**src/rtl/pvm_pkg.sv**
```systemverilog
// ----------------------------------------------------------------------------
// PCM voice mixer package
// Widths, register indexes, queue entry and configuration types shared by
// the front end, the queue and the mixing back end.
// ----------------------------------------------------------------------------
package pvm_pkg;

  localparam int POS_W      = 17;
  localparam int ACC_W      = 24;
  localparam int GAIN_W     = 16;
  localparam int ADDR_IN_W  = 16;
  localparam int CFG_IDX_W  = 3;
  localparam int CFG_DATA_W = 17;
  localparam int SUM_W      = ACC_W + 2;
  localparam int PROD_W     = 33;
  localparam int SCALED_W   = PROD_W - 15;
  localparam int Q_DEPTH    = 4;
  localparam int Q_PTR_W    = $clog2(Q_DEPTH);

  localparam logic [PROD_W-1:0] ROUND_HALF = PROD_W'(16384);

  localparam int FMT_WIDE_BIT   = 0;
  localparam int FMT_STEREO_BIT = 1;

  localparam logic KIND_LOAD = 1'b0;
  localparam logic KIND_MIX  = 1'b1;

  typedef enum logic [CFG_IDX_W-1:0] {
    CFG_SAMPLE_FORMAT = 3'd0,
    CFG_LOOP_ENABLE   = 3'd1,
    CFG_CLIP_LENGTH   = 3'd2,
    CFG_LEFT_GAIN     = 3'd3,
    CFG_RIGHT_GAIN    = 3'd4,
    CFG_STEREO_OUTPUT = 3'd5
  } cfg_index_t;

  typedef enum logic [1:0] {
    OP_LOAD = 2'd0,
    OP_PASS = 2'd1,
    OP_MIX  = 2'd2
  } op_t;

  typedef struct packed {
    logic [1:0]        sample_format;
    logic              loop_enable;
    logic [POS_W-1:0]  clip_length;
    logic [GAIN_W-1:0] left_gain;
    logic [GAIN_W-1:0] right_gain;
    logic              stereo_output;
  } cfg_t;

  typedef struct packed {
    op_t                     op;
    logic [ADDR_IN_W-1:0]    load_address;
    logic [7:0]              load_byte;
    logic [POS_W-1:0]        pos_lo;
    logic [POS_W-1:0]        pos_hi;
    logic                    is_wide;
    logic                    sample_zero;
    logic signed [ACC_W-1:0] left_in;
    logic signed [ACC_W-1:0] right_in;
    logic                    finished;
  } entry_t;

  function automatic logic [ACC_W-1:0] sat_acc(input logic signed [SUM_W-1:0] v);
    logic [ACC_W-1:0] r;
    if (v[SUM_W-1:ACC_W-1] == '0 || v[SUM_W-1:ACC_W-1] == '1) begin
      r = v[ACC_W-1:0];
    end else if (v[SUM_W-1]) begin
      r = {1'b1, {(ACC_W-1){1'b0}}};
    end else begin
      r = {1'b0, {(ACC_W-1){1'b1}}};
    end
    return r;
  endfunction

endpackage

```
**src/rtl/pvm_queue.sv**
```systemverilog
// ----------------------------------------------------------------------------
// PCM voice mixer queue
// Short first-in first-out buffer of classified beats between the front
// end and the back end.
// ----------------------------------------------------------------------------
module pvm_queue (
  input  logic            clk,
  input  logic            rst,
  input  logic            push,
  input  pvm_pkg::entry_t push_entry,
  output logic            full,
  input  logic            pop,
  output logic            not_empty,
  output pvm_pkg::entry_t pop_entry
);
  import pvm_pkg::*;

  entry_t             slots [Q_DEPTH];
  logic [Q_PTR_W-1:0] wr_ptr, rd_ptr;
  logic [Q_PTR_W:0]   count;

  assign full      = (count == (Q_PTR_W + 1)'(Q_DEPTH));
  assign not_empty = (count != '0);
  assign pop_entry = slots[rd_ptr];

  always_ff @(posedge clk) begin
    if (push) begin
      slots[wr_ptr] <= push_entry;
    end
  end

  always_ff @(posedge clk) begin
    if (rst) begin
      wr_ptr <= '0;
      rd_ptr <= '0;
      count  <= '0;
    end else begin
      if (push) begin
        wr_ptr <= wr_ptr + 1'b1;
      end
      if (pop) begin
        rd_ptr <= rd_ptr + 1'b1;
      end
      if (push && !pop) begin
        count <= count + 1'b1;
      end else if (pop && !push) begin
        count <= count - 1'b1;
      end
    end
  end

endmodule

```
**config.mk**
```make
export PLATFORM = sky130hd
export DESIGN_NAME = pvm_queue
export DESIGN_NICKNAME = d
export VERILOG_FILES = /design/src/rtl/pvm_pkg.sv /design/src/rtl/pvm_queue.sv
export SDC_FILE = /design/constraint.sdc
export NUM_CORES = 1
export LEC_CHECK = 0
export ABC_AREA = 1
export CAP_MARGIN = 25
export CORE_ASPECT_RATIO = 1.2
export CORE_MARGIN = 1
export CORE_UTILIZATION = 35
export DETAILED_ROUTE_END_ITERATION = 8
export DONT_BUFFER_PORTS = 1
export GPL_TIMING_DRIVEN = 0
export RECOVER_POWER = 25
export SYNTH_ARGS = -nofsm -noshare
export SYNTH_HDL_FRONTEND = slang
export SYNTH_SLANG_ARGS = --single-unit
```
**constraint.sdc**
```tcl
create_clock -name clk -period 3.81 [get_ports clk]
set_input_delay 0.381 -clock clk [delete_from_list [all_inputs] [get_ports clk]]
set_output_delay 0.381 -clock clk [all_outputs]
set_load 0.02 [all_outputs]
```
==> metrics.yaml <==
outcome: "complete, no violations"
firstDrtPassIters: 5
synth_flop_cell: "edfxtp_1"
portBuffers: 0
io_pins: 228
cp-end-kind: "output pin"
finalHoldWorstSlack_ps: 49.4
p_per_area_mw_per_mm2: 554
crit_family: "buffers and inverters"
place_hpwl_um: 24600
grt_pass1_vias: 10200
gp_congestion: 0.741
htree_levels: 2
coreArea_mm2: 0.0474
crit_arrival_ps: 2570
layout_common_cells: "edfxtp_1 (444), nor2_1 (229), o21ai_0 (155), dlygate4sd3_1 (114), o22ai_1 (101)"
antenna_found_initial: 2
avgSynthCellArea_um2: 14.9
skew_ps: 15.4
path_buf_inv: 3
clk-insertion-delay-late_ps: 560
die_area_mm2: 0.0492
layout-drive-gt1-share_pct: 9.45
initial_core_util_pct: 35.7
dieWidth_um: 203
final_hold_viol_count: 0
p_leak_nw: 6.70
synthToLayoutAreaGrowth_pct: 21.0
overflow: 0
seqPwrFrac_pct: 50.7
min_period_ps: 2950
drc: 0
critPathKind: "reg2out"
max_cap_violations: 0
grt_pass1_wl_um: 61600
ys_types: 21
relSlewSlack_pct: 46.6
worstPathMaxFanout: 10
cts_tree: "done"
yosys.area.top_type: "edfxtp_1"
grt_usage_pct: 16.6
ys_seq_area_share_pct: 79.9
peakVddDrop_mv: 0.407
worstMarginPinSlew_ps: 813
synthCells: 1132
path_cells: "buf_6, buf_6, buf_6, nor2_1, o22ai_1"
die_y_um: 243
cts_buffer_depth: 3
wl_per_cell_um: 21.1
post-route-util_pct: 43.2
fin_nets: 1418
timing.final.crit_share_pct: 77.5
max_stage_delay_ps: 630
path_common_cell: "buf_6"
clockRootBuffer: "clkbuf_16"
cts_sinks: 453
routed-via-count: 10000
grt_max_degree: 66
yosysWarningCount: 0
cp.required_ps: 3430
rsz0062_at_grt: "no"
cts_hold_buf: 114
slowest_stage: "o22ai_1"
fmax_mhz: 339
combPwrFrac_pct: 9.9
worstHoldPathType: "in2reg"
yosys_register_bits: 453
drv_slew: 0
yosys-top-cells-area: "edfxtp_1 (79%), nor2_1 (5.1%), o21ai_0 (4.6%)"
cts_resized: 0
async_flop_share_pct: 0
setup_tns_ps: 0
setup_viol_count_final: 0
synth_area_mm2: 0.0169
layout_commonest_cell: "edfxtp_1"
row_count: 87
switching_share_pct: 23.8
p_switching_mw: 2.70
syn-num-nets: 1253
startpoint_type: "flip-flop"
first_iter_violations: 685
cts_buffers: 45
cts_setup_buffers: 0
n_fill_cell: 4191
synth_top_area_share_pct: 78.8
wirelength_um: 41300
detail-route-antenna-nets: 0
p_int_mw: 8.64
synth_edf_count: 444
clkTransAtPathRegs_ps: 60
viasPerCell: 5.13
power.clock.fraction_pct: 39.5
-- final timing paths --
path,startpoint,endpoint,slack [ps],cells after the start
max reg2reg,wr_ptr[0],slots[0][51],1860,5
min reg2reg,rd_ptr[1],rd_ptr[1],460,1
max,flip-flop,pop_entry[23],860,5
min,rst,count[2],50,3
-- layer usage --
| layer | up-vias | share of wire [%] | GRT usage [%] |
|---|---|---|---|
| met5 | - | 0.031 | 0 |
| met2 | 337 | 50 | 28.6 |
| met3 | 77 | 6.6 | 4.30 |
| met1 | 4995 | 40 | 20.1 |
| li1 | 4619 | - | - |
| met4 | 2 | 2.5 | 5.35 |
-- sequential cells by signal, indices dropped and copies added (netlist names), named ones only --
register,flops
slots,444
rd_ptr,2
wr_ptr,2
count,3
-- metrics by stage --
stage               total power [mW]  std cells  worst slack, ps  instance area [µm²]
finish                          11.3       1957              856                20500
global route                    11.7       1957              729                20500
CTS                             11.5       1956              772                20500
detailed placement              6.85       1759             1400                17800
global placement                6.86       1755            -1370                17700
floorplan                       6.55       1132              616                16900
-- worst register-to-register path: stages (launching register included) --
cell,delay (ps)
dfxtp_1,320
inv_1,120
ha_1,160
nand2_1,110
inv_6,400
buf_16,410
-- kinds of logic after synthesis --
group	Yosys count	share of synthesized area, %
AOI/OAI and AO/OA	341	11.3
xor gates and xnor gates	1	0.0518
adders and majority gates	6	0.488
and+or+nand+nor	242	5.40
buffers and inverters	89	2.88
DFF	453	79.9
-- power by group through the flow --
stage | registers, mW | clock network (mW) | logic, mW
after CTS | 5.75 | 4.57 | 1.14
after detailed placement | 5.85 | 0 | 0.997
after global routing | 5.76 | 4.74 | 1.21
final | 5.75 | 4.48 | 1.12
after global placement | 5.89 | 0 | 0.969
after floorplan | 5.86 | 0 | 0.695
-- final cells by class --
type	count	area [µm²]	area share [%]
diodes	1	2.50	0.0122
plain buffers	72	423	2.07
clock buffers	54	1200	5.87
clock inverters	29	302	1.47
inverters	17	83.8	0.410
multi-input cells	590	2910	14.2
flip-flops and latches	453	13500	66.0
well taps	623	779	3.81
repair buffers	118	1250	6.11
-- synthesized netlist by cell type (9+ instances only) --
| library cell | instances |
|---|---|
| o22ai_2 | 10 |
| nor2_1 | 229 |
| edfxtp_1 | 444 |
| o22ai_1 | 101 |
| buf_6 | 13 |
| dfxtp_1 | 9 |
| inv_1 | 15 |
| o21ai_1 | 72 |
| o21ai_0 | 155 |
| clkbuf_1 | 31 |
| buf_2 | 20 |
| nand2_1 | 10 |
Note: power is estimated with default switching activity, not from simulation.
