--- src/rtl/pvm_pkg.sv ---
// ----------------------------------------------------------------------------
// PCM voice mixer package
// Widths, register indexes, queue entry and configuration types shared by
// the front end, the queue and the mixing back end.
// ----------------------------------------------------------------------------
package pvm_pkg;

  localparam int POS_W      = 17;
  localparam int ACC_W      = 24;
  localparam int GAIN_W     = 16;
  localparam int ADDR_IN_W  = 16;
  localparam int CFG_IDX_W  = 3;
  localparam int CFG_DATA_W = 17;
  localparam int SUM_W      = ACC_W + 2;
  localparam int PROD_W     = 33;
  localparam int SCALED_W   = PROD_W - 15;
  localparam int Q_DEPTH    = 4;
  localparam int Q_PTR_W    = $clog2(Q_DEPTH);

  localparam logic [PROD_W-1:0] ROUND_HALF = PROD_W'(16384);

  localparam int FMT_WIDE_BIT   = 0;
  localparam int FMT_STEREO_BIT = 1;

  localparam logic KIND_LOAD = 1'b0;
  localparam logic KIND_MIX  = 1'b1;

  typedef enum logic [CFG_IDX_W-1:0] {
    CFG_SAMPLE_FORMAT = 3'd0,
    CFG_LOOP_ENABLE   = 3'd1,
    CFG_CLIP_LENGTH   = 3'd2,
    CFG_LEFT_GAIN     = 3'd3,
    CFG_RIGHT_GAIN    = 3'd4,
    CFG_STEREO_OUTPUT = 3'd5
  } cfg_index_t;

  typedef enum logic [1:0] {
    OP_LOAD = 2'd0,
    OP_PASS = 2'd1,
    OP_MIX  = 2'd2
  } op_t;

  typedef struct packed {
    logic [1:0]        sample_format;
    logic              loop_enable;
    logic [POS_W-1:0]  clip_length;
    logic [GAIN_W-1:0] left_gain;
    logic [GAIN_W-1:0] right_gain;
    logic              stereo_output;
  } cfg_t;

  typedef struct packed {
    op_t                     op;
    logic [ADDR_IN_W-1:0]    load_address;
    logic [7:0]              load_byte;
    logic [POS_W-1:0]        pos_lo;
    logic [POS_W-1:0]        pos_hi;
    logic                    is_wide;
    logic                    sample_zero;
    logic signed [ACC_W-1:0] left_in;
    logic signed [ACC_W-1:0] right_in;
    logic                    finished;
  } entry_t;

  function automatic logic [ACC_W-1:0] sat_acc(input logic signed [SUM_W-1:0] v);
    logic [ACC_W-1:0] r;
    if (v[SUM_W-1:ACC_W-1] == '0 || v[SUM_W-1:ACC_W-1] == '1) begin
      r = v[ACC_W-1:0];
    end else if (v[SUM_W-1]) begin
      r = {1'b1, {(ACC_W-1){1'b0}}};
    end else begin
      r = {1'b0, {(ACC_W-1){1'b1}}};
    end
    return r;
  endfunction

endpackage

--- src/rtl/pvm_front.sv ---
// ----------------------------------------------------------------------------
// PCM voice mixer front end
// Keeps the read position and the done flag, classifies each input beat
// as a load, a pass-through or a mix, and builds its queue entry for the back end.
// ----------------------------------------------------------------------------
module pvm_front #(
  parameter int CLIP_BYTES = 65536
) (
  input  logic                            clk,
  input  logic                            rst,
  input  pvm_pkg::cfg_t                   cfg,
  input  logic                            push,
  input  logic                            kind,
  input  logic [pvm_pkg::ADDR_IN_W-1:0]   load_address,
  input  logic [7:0]                      load_byte,
  input  logic signed [pvm_pkg::ACC_W-1:0] mix_left_in,
  input  logic signed [pvm_pkg::ACC_W-1:0] mix_right_in,
  output pvm_pkg::entry_t                 entry
);
  import pvm_pkg::*;

  localparam int CAP_INT = (CLIP_BYTES < (2 ** POS_W)) ? CLIP_BYTES : (2 ** POS_W) - 1;
  localparam logic [POS_W-1:0] LEN_CAP = POS_W'(CAP_INT);

  logic [POS_W-1:0] pos, pos_next;
  logic             done, done_next;
  logic [POS_W-1:0] len;
  logic [POS_W-1:0] pos_start;
  logic             done_start;
  logic [2:0]       frame_bytes;
  logic [POS_W:0]   pos_adv;
  logic [POS_W:0]   pos_plus1;
  logic             sample_ok;

  always_comb begin
    len = (cfg.clip_length < LEN_CAP) ? cfg.clip_length : LEN_CAP;
    pos_start  = pos;
    done_start = done;
    if (!done && pos >= len) begin
      if (cfg.loop_enable && len != '0) begin
        pos_start = '0;
      end else if (!cfg.loop_enable) begin
        done_start = 1'b1;
      end
    end
    frame_bytes = cfg.sample_format[FMT_WIDE_BIT] ? 3'd2 : 3'd1;
    if (cfg.sample_format[FMT_STEREO_BIT]) begin
      frame_bytes = frame_bytes << 1;
    end
    pos_adv   = {1'b0, pos_start} + (POS_W + 1)'(frame_bytes);
    pos_plus1 = {1'b0, pos_start} + 1'b1;
    sample_ok = pos_plus1 < {1'b0, len};

    entry.load_address = load_address;
    entry.load_byte    = load_byte;
    entry.pos_lo       = pos_start;
    entry.pos_hi       = sample_ok ? pos_plus1[POS_W-1:0] : pos_start;
    entry.is_wide      = cfg.sample_format[FMT_WIDE_BIT];
    entry.sample_zero  = !sample_ok;
    entry.left_in      = mix_left_in;
    entry.right_in     = mix_right_in;
    entry.finished     = done_start;

    if (kind == KIND_LOAD) begin
      entry.op  = OP_LOAD;
      pos_next  = '0;
      done_next = 1'b0;
    end else if (done_start || pos_start >= len) begin
      entry.op  = OP_PASS;
      pos_next  = pos_start;
      done_next = done_start;
    end else begin
      entry.op  = OP_MIX;
      pos_next  = pos_adv[POS_W-1:0];
      done_next = done_start;
      if (pos_adv >= {1'b0, len}) begin
        pos_next = len;
        if (!cfg.loop_enable) begin
          done_next = 1'b1;
        end
      end
      entry.finished = done_next;
    end
  end

  always_ff @(posedge clk) begin
    if (rst) begin
      pos  <= '0;
      done <= 1'b0;
    end else if (push) begin
      pos  <= pos_next;
      done <= done_next;
    end
  end

endmodule

--- config.mk ---
export PLATFORM = sky130hd
export DESIGN_NAME = pvm_front
export DESIGN_NICKNAME = d
export VERILOG_FILES = /design/src/rtl/pvm_pkg.sv /design/src/rtl/pvm_front.sv
export SDC_FILE = /design/constraint.sdc
export NUM_CORES = 1
export LEC_CHECK = 0
export BUFFER_PORTS_ARGS = -buffer_cell sky130_fd_sc_hd__buf_2
export CORE_MARGIN = 5
export CORE_UTILIZATION = 40
export DETAILED_ROUTE_END_ITERATION = 12
export PLACE_DENSITY_LB_ADDON = 0.2
export SYNTH_ARGS = -nofsm -noshare
export SYNTH_HDL_FRONTEND = slang
export SYNTH_SLANG_ARGS = --single-unit
--- constraint.sdc ---
create_clock -name clk -period 21.1 [get_ports clk]
set_input_delay 4.22 -clock clk [delete_from_list [all_inputs] [get_ports clk]]
set_output_delay 4.22 -clock clk [all_outputs]
set_load 0.01 [all_outputs]
==> impl_metrics.env <==
export IMPL_yosys_warnings=0
export IMPL_post_cts_repair_setup_buffers=0
export IMPL_worstHoldStart="done$_SDFFE_PP0P_"
export IMPL_port_buffer_count=62
export IMPL_grt_max_degree=46
export IMPL_tightest_slew_ps=793
export IMPL_synth_adder_area_share_pct=21.4
export IMPL_resized_after_cts=0
export IMPL_power_share_switching_pct=41.6
export IMPL_period_needed_ps=15320
export IMPL_highest_clock_frequency_the_design_can_meet_ghz=0.0653
export IMPL_design_portCount=240
export IMPL_die_w_um=115
export IMPL_dp_worst_setup_slack_ps=5760
export IMPL_tritoncts="done"
export IMPL_yosys_mux_area_fraction_pct=5.23
export IMPL_final_common_cell="sky130_fd_sc_hd__ha_1"
export IMPL_final_core_util_pct=39.6
export IMPL_synth_lib_cells_used_distinct=63
export IMPL_drt_iter0_markers=310
export IMPL_power_leakage_nw=2.09
export IMPL_placement_rows=38
export IMPL_floorplan_initialDensity_pct=40.8
export IMPL_synth_simple_gate_area_share_pct=22.3
export IMPL_via_count=3810
export IMPL_synth_flop_cell="sky130_fd_sc_hd__dfxtp_1"
export IMPL_ir_drop_v=0.0000201
export IMPL_clock_tree_buffer_depth=2
export IMPL_area_share_of_the_largest_cell_type_after_synthesis_pct=20.9
export IMPL_synthesis_area_per_instance_um2=7.77
export IMPL_via_count_normalized_by_instance_count=5.62
export IMPL_combinational_family_with_the_most_area_after_synthesis="simple AND/OR/NAND/NOR gates"
export IMPL_internal_power_w=0.0000709
export IMPL_finalCritPeriodShare_pct=72.6
export IMPL_setup_total_negative_slack_ps=0
export IMPL_synth_compound_area_share_pct=19.0
export IMPL_timing_hold_worst_path_depth=2
export IMPL_layout_setup_ws_ps=5780
export IMPL_report_power_total_w=0.000121
export IMPL_clock_insertion_delay_worst_skew_ps=260
export IMPL_synth_enable_flop_cells=0
export IMPL_slew_headroom_pct=47.0
export IMPL_timing_worst_setup_path_type="input pin to output pin"
export IMPL_cp_data_arrival_time_ps=11100
export IMPL_htree_levels=1
export IMPL_required_ps=16880
export IMPL_overflow=0
export IMPL_worst_hold_path_type="flop to flop"
export IMPL_first_pass_grt_wire_length_um=19500
export IMPL_synth_fp_nets=774
export IMPL_cts_inserted_buffers=3
export IMPL_end_kind="output pin"
export IMPL_slew_viol_final=0
export IMPL_grt_total_usage_pct=18.4
export IMPL_detail_route_antenna_nets=0
export IMPL_kind_of_start_point_of_the_critical_path="input pin"
export IMPL_clock_sinks=18
export IMPL_netlist_area_mm2=0.00443
export IMPL_worst_r2r_cell_count=23
export IMPL_setup_repair_after_global_routing_missed_its_margin="no"
export IMPL_place_hpwl_um=9990
export IMPL_drt_drc_violations_left=0
export IMPL_grt_antenna_before_repair=0
export IMPL_floorplan_core_area_mm2=0.0108
export IMPL_clock_root_buffer="sky130_fd_sc_hd__clkbuf_8"
export IMPL_timing_final_hold_violations=0
export IMPL_critPathMaxFanout=45
export IMPL_synthToLayoutAreaGrowth_pct=-3.14
export IMPL_first_global_vias=3656
export IMPL_hold_end="done$_SDFFE_PP0P_"
export IMPL_outcome="finished, final reports clean"
export IMPL_die_area_mm2=0.0133
export IMPL_total_routed_length_um=12300
export IMPL_finish_net_count=744
export IMPL_synth_top_cells_by_area="sky130_fd_sc_hd__ha_1, sky130_fd_sc_hd__buf_4, sky130_fd_sc_hd__dfxtp_1"
export IMPL_fp_dieH_um=115
export IMPL_finalSetupViolCount=0
export IMPL_share_comb_of_total_power_pct=47.3
export IMPL_final_layout_size_suffix_gt1_share_pct=18.4
export IMPL_cts_reportedPaths_clkPinSlew_ps=80
export IMPL_timing_clock_skew_ps=6.98
export IMPL_synth_area_leader_cell="sky130_fd_sc_hd__ha_1"
export IMPL_antenna_cells=0
export IMPL_synth_xor_area_share_pct=5.93
export IMPL_synth_sequential_area_ratio_pct=8.14
export IMPL_r2r_start="pos[10]$_SDFFE_PP0P_"
export IMPL_synth_async_reset_ratio_pct=0
export IMPL_cts_hold_buffers=0
export IMPL_postSynthCellCount=570
export IMPL_reg2reg_setup_slack_ps=14300
export IMPL_gp_congestion=0.872
export IMPL_synth_seq_cells=18
export IMPL_cap_viol_max_count=0
export IMPL_timing_rr_end="pos[1]$_SDFFE_PP0P_"
export IMPL_drt_pass1_iter_count=4
export IMPL_power_density_mw_per_mm2=28.3
export IMPL_netSwitchingPower_w=0.0000506
export IMPL_power_frac_seq_pct=31.1
export IMPL_pwr_share_clk_pct=21.6
export IMPL_wl_per_instance_um=18.2
export IMPL_layout_common_cells="sky130_fd_sc_hd__ha_1, sky130_fd_sc_hd__buf_2, sky130_fd_sc_hd__nor2_1"
## worst max-delay path, cell delays in order
cell	delay [ps]
sky130_fd_sc_hd__buf_2	210
sky130_fd_sc_hd__inv_1	330
sky130_fd_sc_hd__nand2_1	300
sky130_fd_sc_hd__ha_1	350
sky130_fd_sc_hd__nand4_1	150
sky130_fd_sc_hd__or4_1	150
sky130_fd_sc_hd__a31oi_2	140
sky130_fd_sc_hd__o31a_1	310
sky130_fd_sc_hd__buf_4	280
sky130_fd_sc_hd__nor2_1	470
sky130_fd_sc_hd__ha_1	260
sky130_fd_sc_hd__inv_1	50
sky130_fd_sc_hd__fa_1	410
sky130_fd_sc_hd__nor2_1	150
sky130_fd_sc_hd__o21a_1	190
sky130_fd_sc_hd__nand3_1	190
sky130_fd_sc_hd__or3_1	380
sky130_fd_sc_hd__a21oi_1	240
sky130_fd_sc_hd__ha_1	290
sky130_fd_sc_hd__nand4_1	140
sky130_fd_sc_hd__a211oi_1	90
sky130_fd_sc_hd__a221oi_1	290
sky130_fd_sc_hd__o21ai_0	250
sky130_fd_sc_hd__a21oi_4	690
sky130_fd_sc_hd__nor3_1	80
sky130_fd_sc_hd__or2_2	290
sky130_fd_sc_hd__buf_2	140
## final cells by class
class,count,area (µm²)
clock buffers,3,41.3
fillers,1147,6550
inverters,29,109
multi-input cells,423,3270
flip-flops and latches,18,360
well taps,140,175
repair buffers,65,333
## kinds of logic (layout without fill, tap and decap cells)
family / after synthesis / in the layout
and+or+nand+nor: 189 / 189
buffers and inverters: 129 / 97
AOI/OAI and AO/OA: 107 / 107
adders and majority gates: 75 / 75
xor gates and xnor gates: 30 / 30
muxes: 22 / 22
DFF: 18 / 18
## synth_stat cells (all sizes together) (5+ instances only)
master and instances:
nand3 9, clkbuf 17, nand4 12, or4 6, o2bb2ai 11, o31a 8
inv 29, xor2 15, o21ai 21, nand2b 5, or3 5, nor2 46
dfxtp 18, and3 5, xnor2 15, and2 17, mux2i 13, a211oi 7
nand2 41, a21oi 25, ha 74, mux2 9, nor3 11, nor4 6
nor2b 21, a21o 10, buf 83
## flip-flops by register name, indices dropped and copies added, names as in the netlist
register,flops
done,1
pos,17
## power by group through the flow
stage	logic (W)	registers [W]	clock network [W]
floorplan	0.0000563	0.0000366	0
global placement	0.0000561	0.0000385	0
detailed placement	0.0000573	0.0000386	0
CTS	0.0000576	0.0000378	0.0000269
global route	0.0000649	0.0000381	0.0000280
finish	0.0000575	0.0000378	0.0000262
## per-stage QoR
stage                     hold slack, ps  instance area (µm²)  std cells
final                                535                 4290        678
after global routing                 562                 4290        678
after CTS                            535                 4290        678
after detailed placement             525                 4250        675
after global placement               510                 4250        675
after floorplan                      476                 4430        570
## how the worst max path moves through the flow
stage,startpoint,endpoint,cells past startpoint
after global placement,cfg[49],entry[0],27
after global routing,cfg[49],entry[0],27
after detailed placement,cfg[49],entry[0],27
after CTS,cfg[49],entry[0],27
after floorplan,cfg[49],entry[0],27
final,cfg[49],entry[0],27
## metal layers
metal | GRT usage (%) | share of wire (%) | vias up
li1 | - | - | 1890
met1 | 25.3 | 46 | 1780
met2 | 30.9 | 46 | 124
met3 | 3.11 | 6.8 | 16
met4 | 2.43 | 0.69 | 0
met5 | 0 | 0 | -
Note: power is estimated with default switching activity, not from simulation.
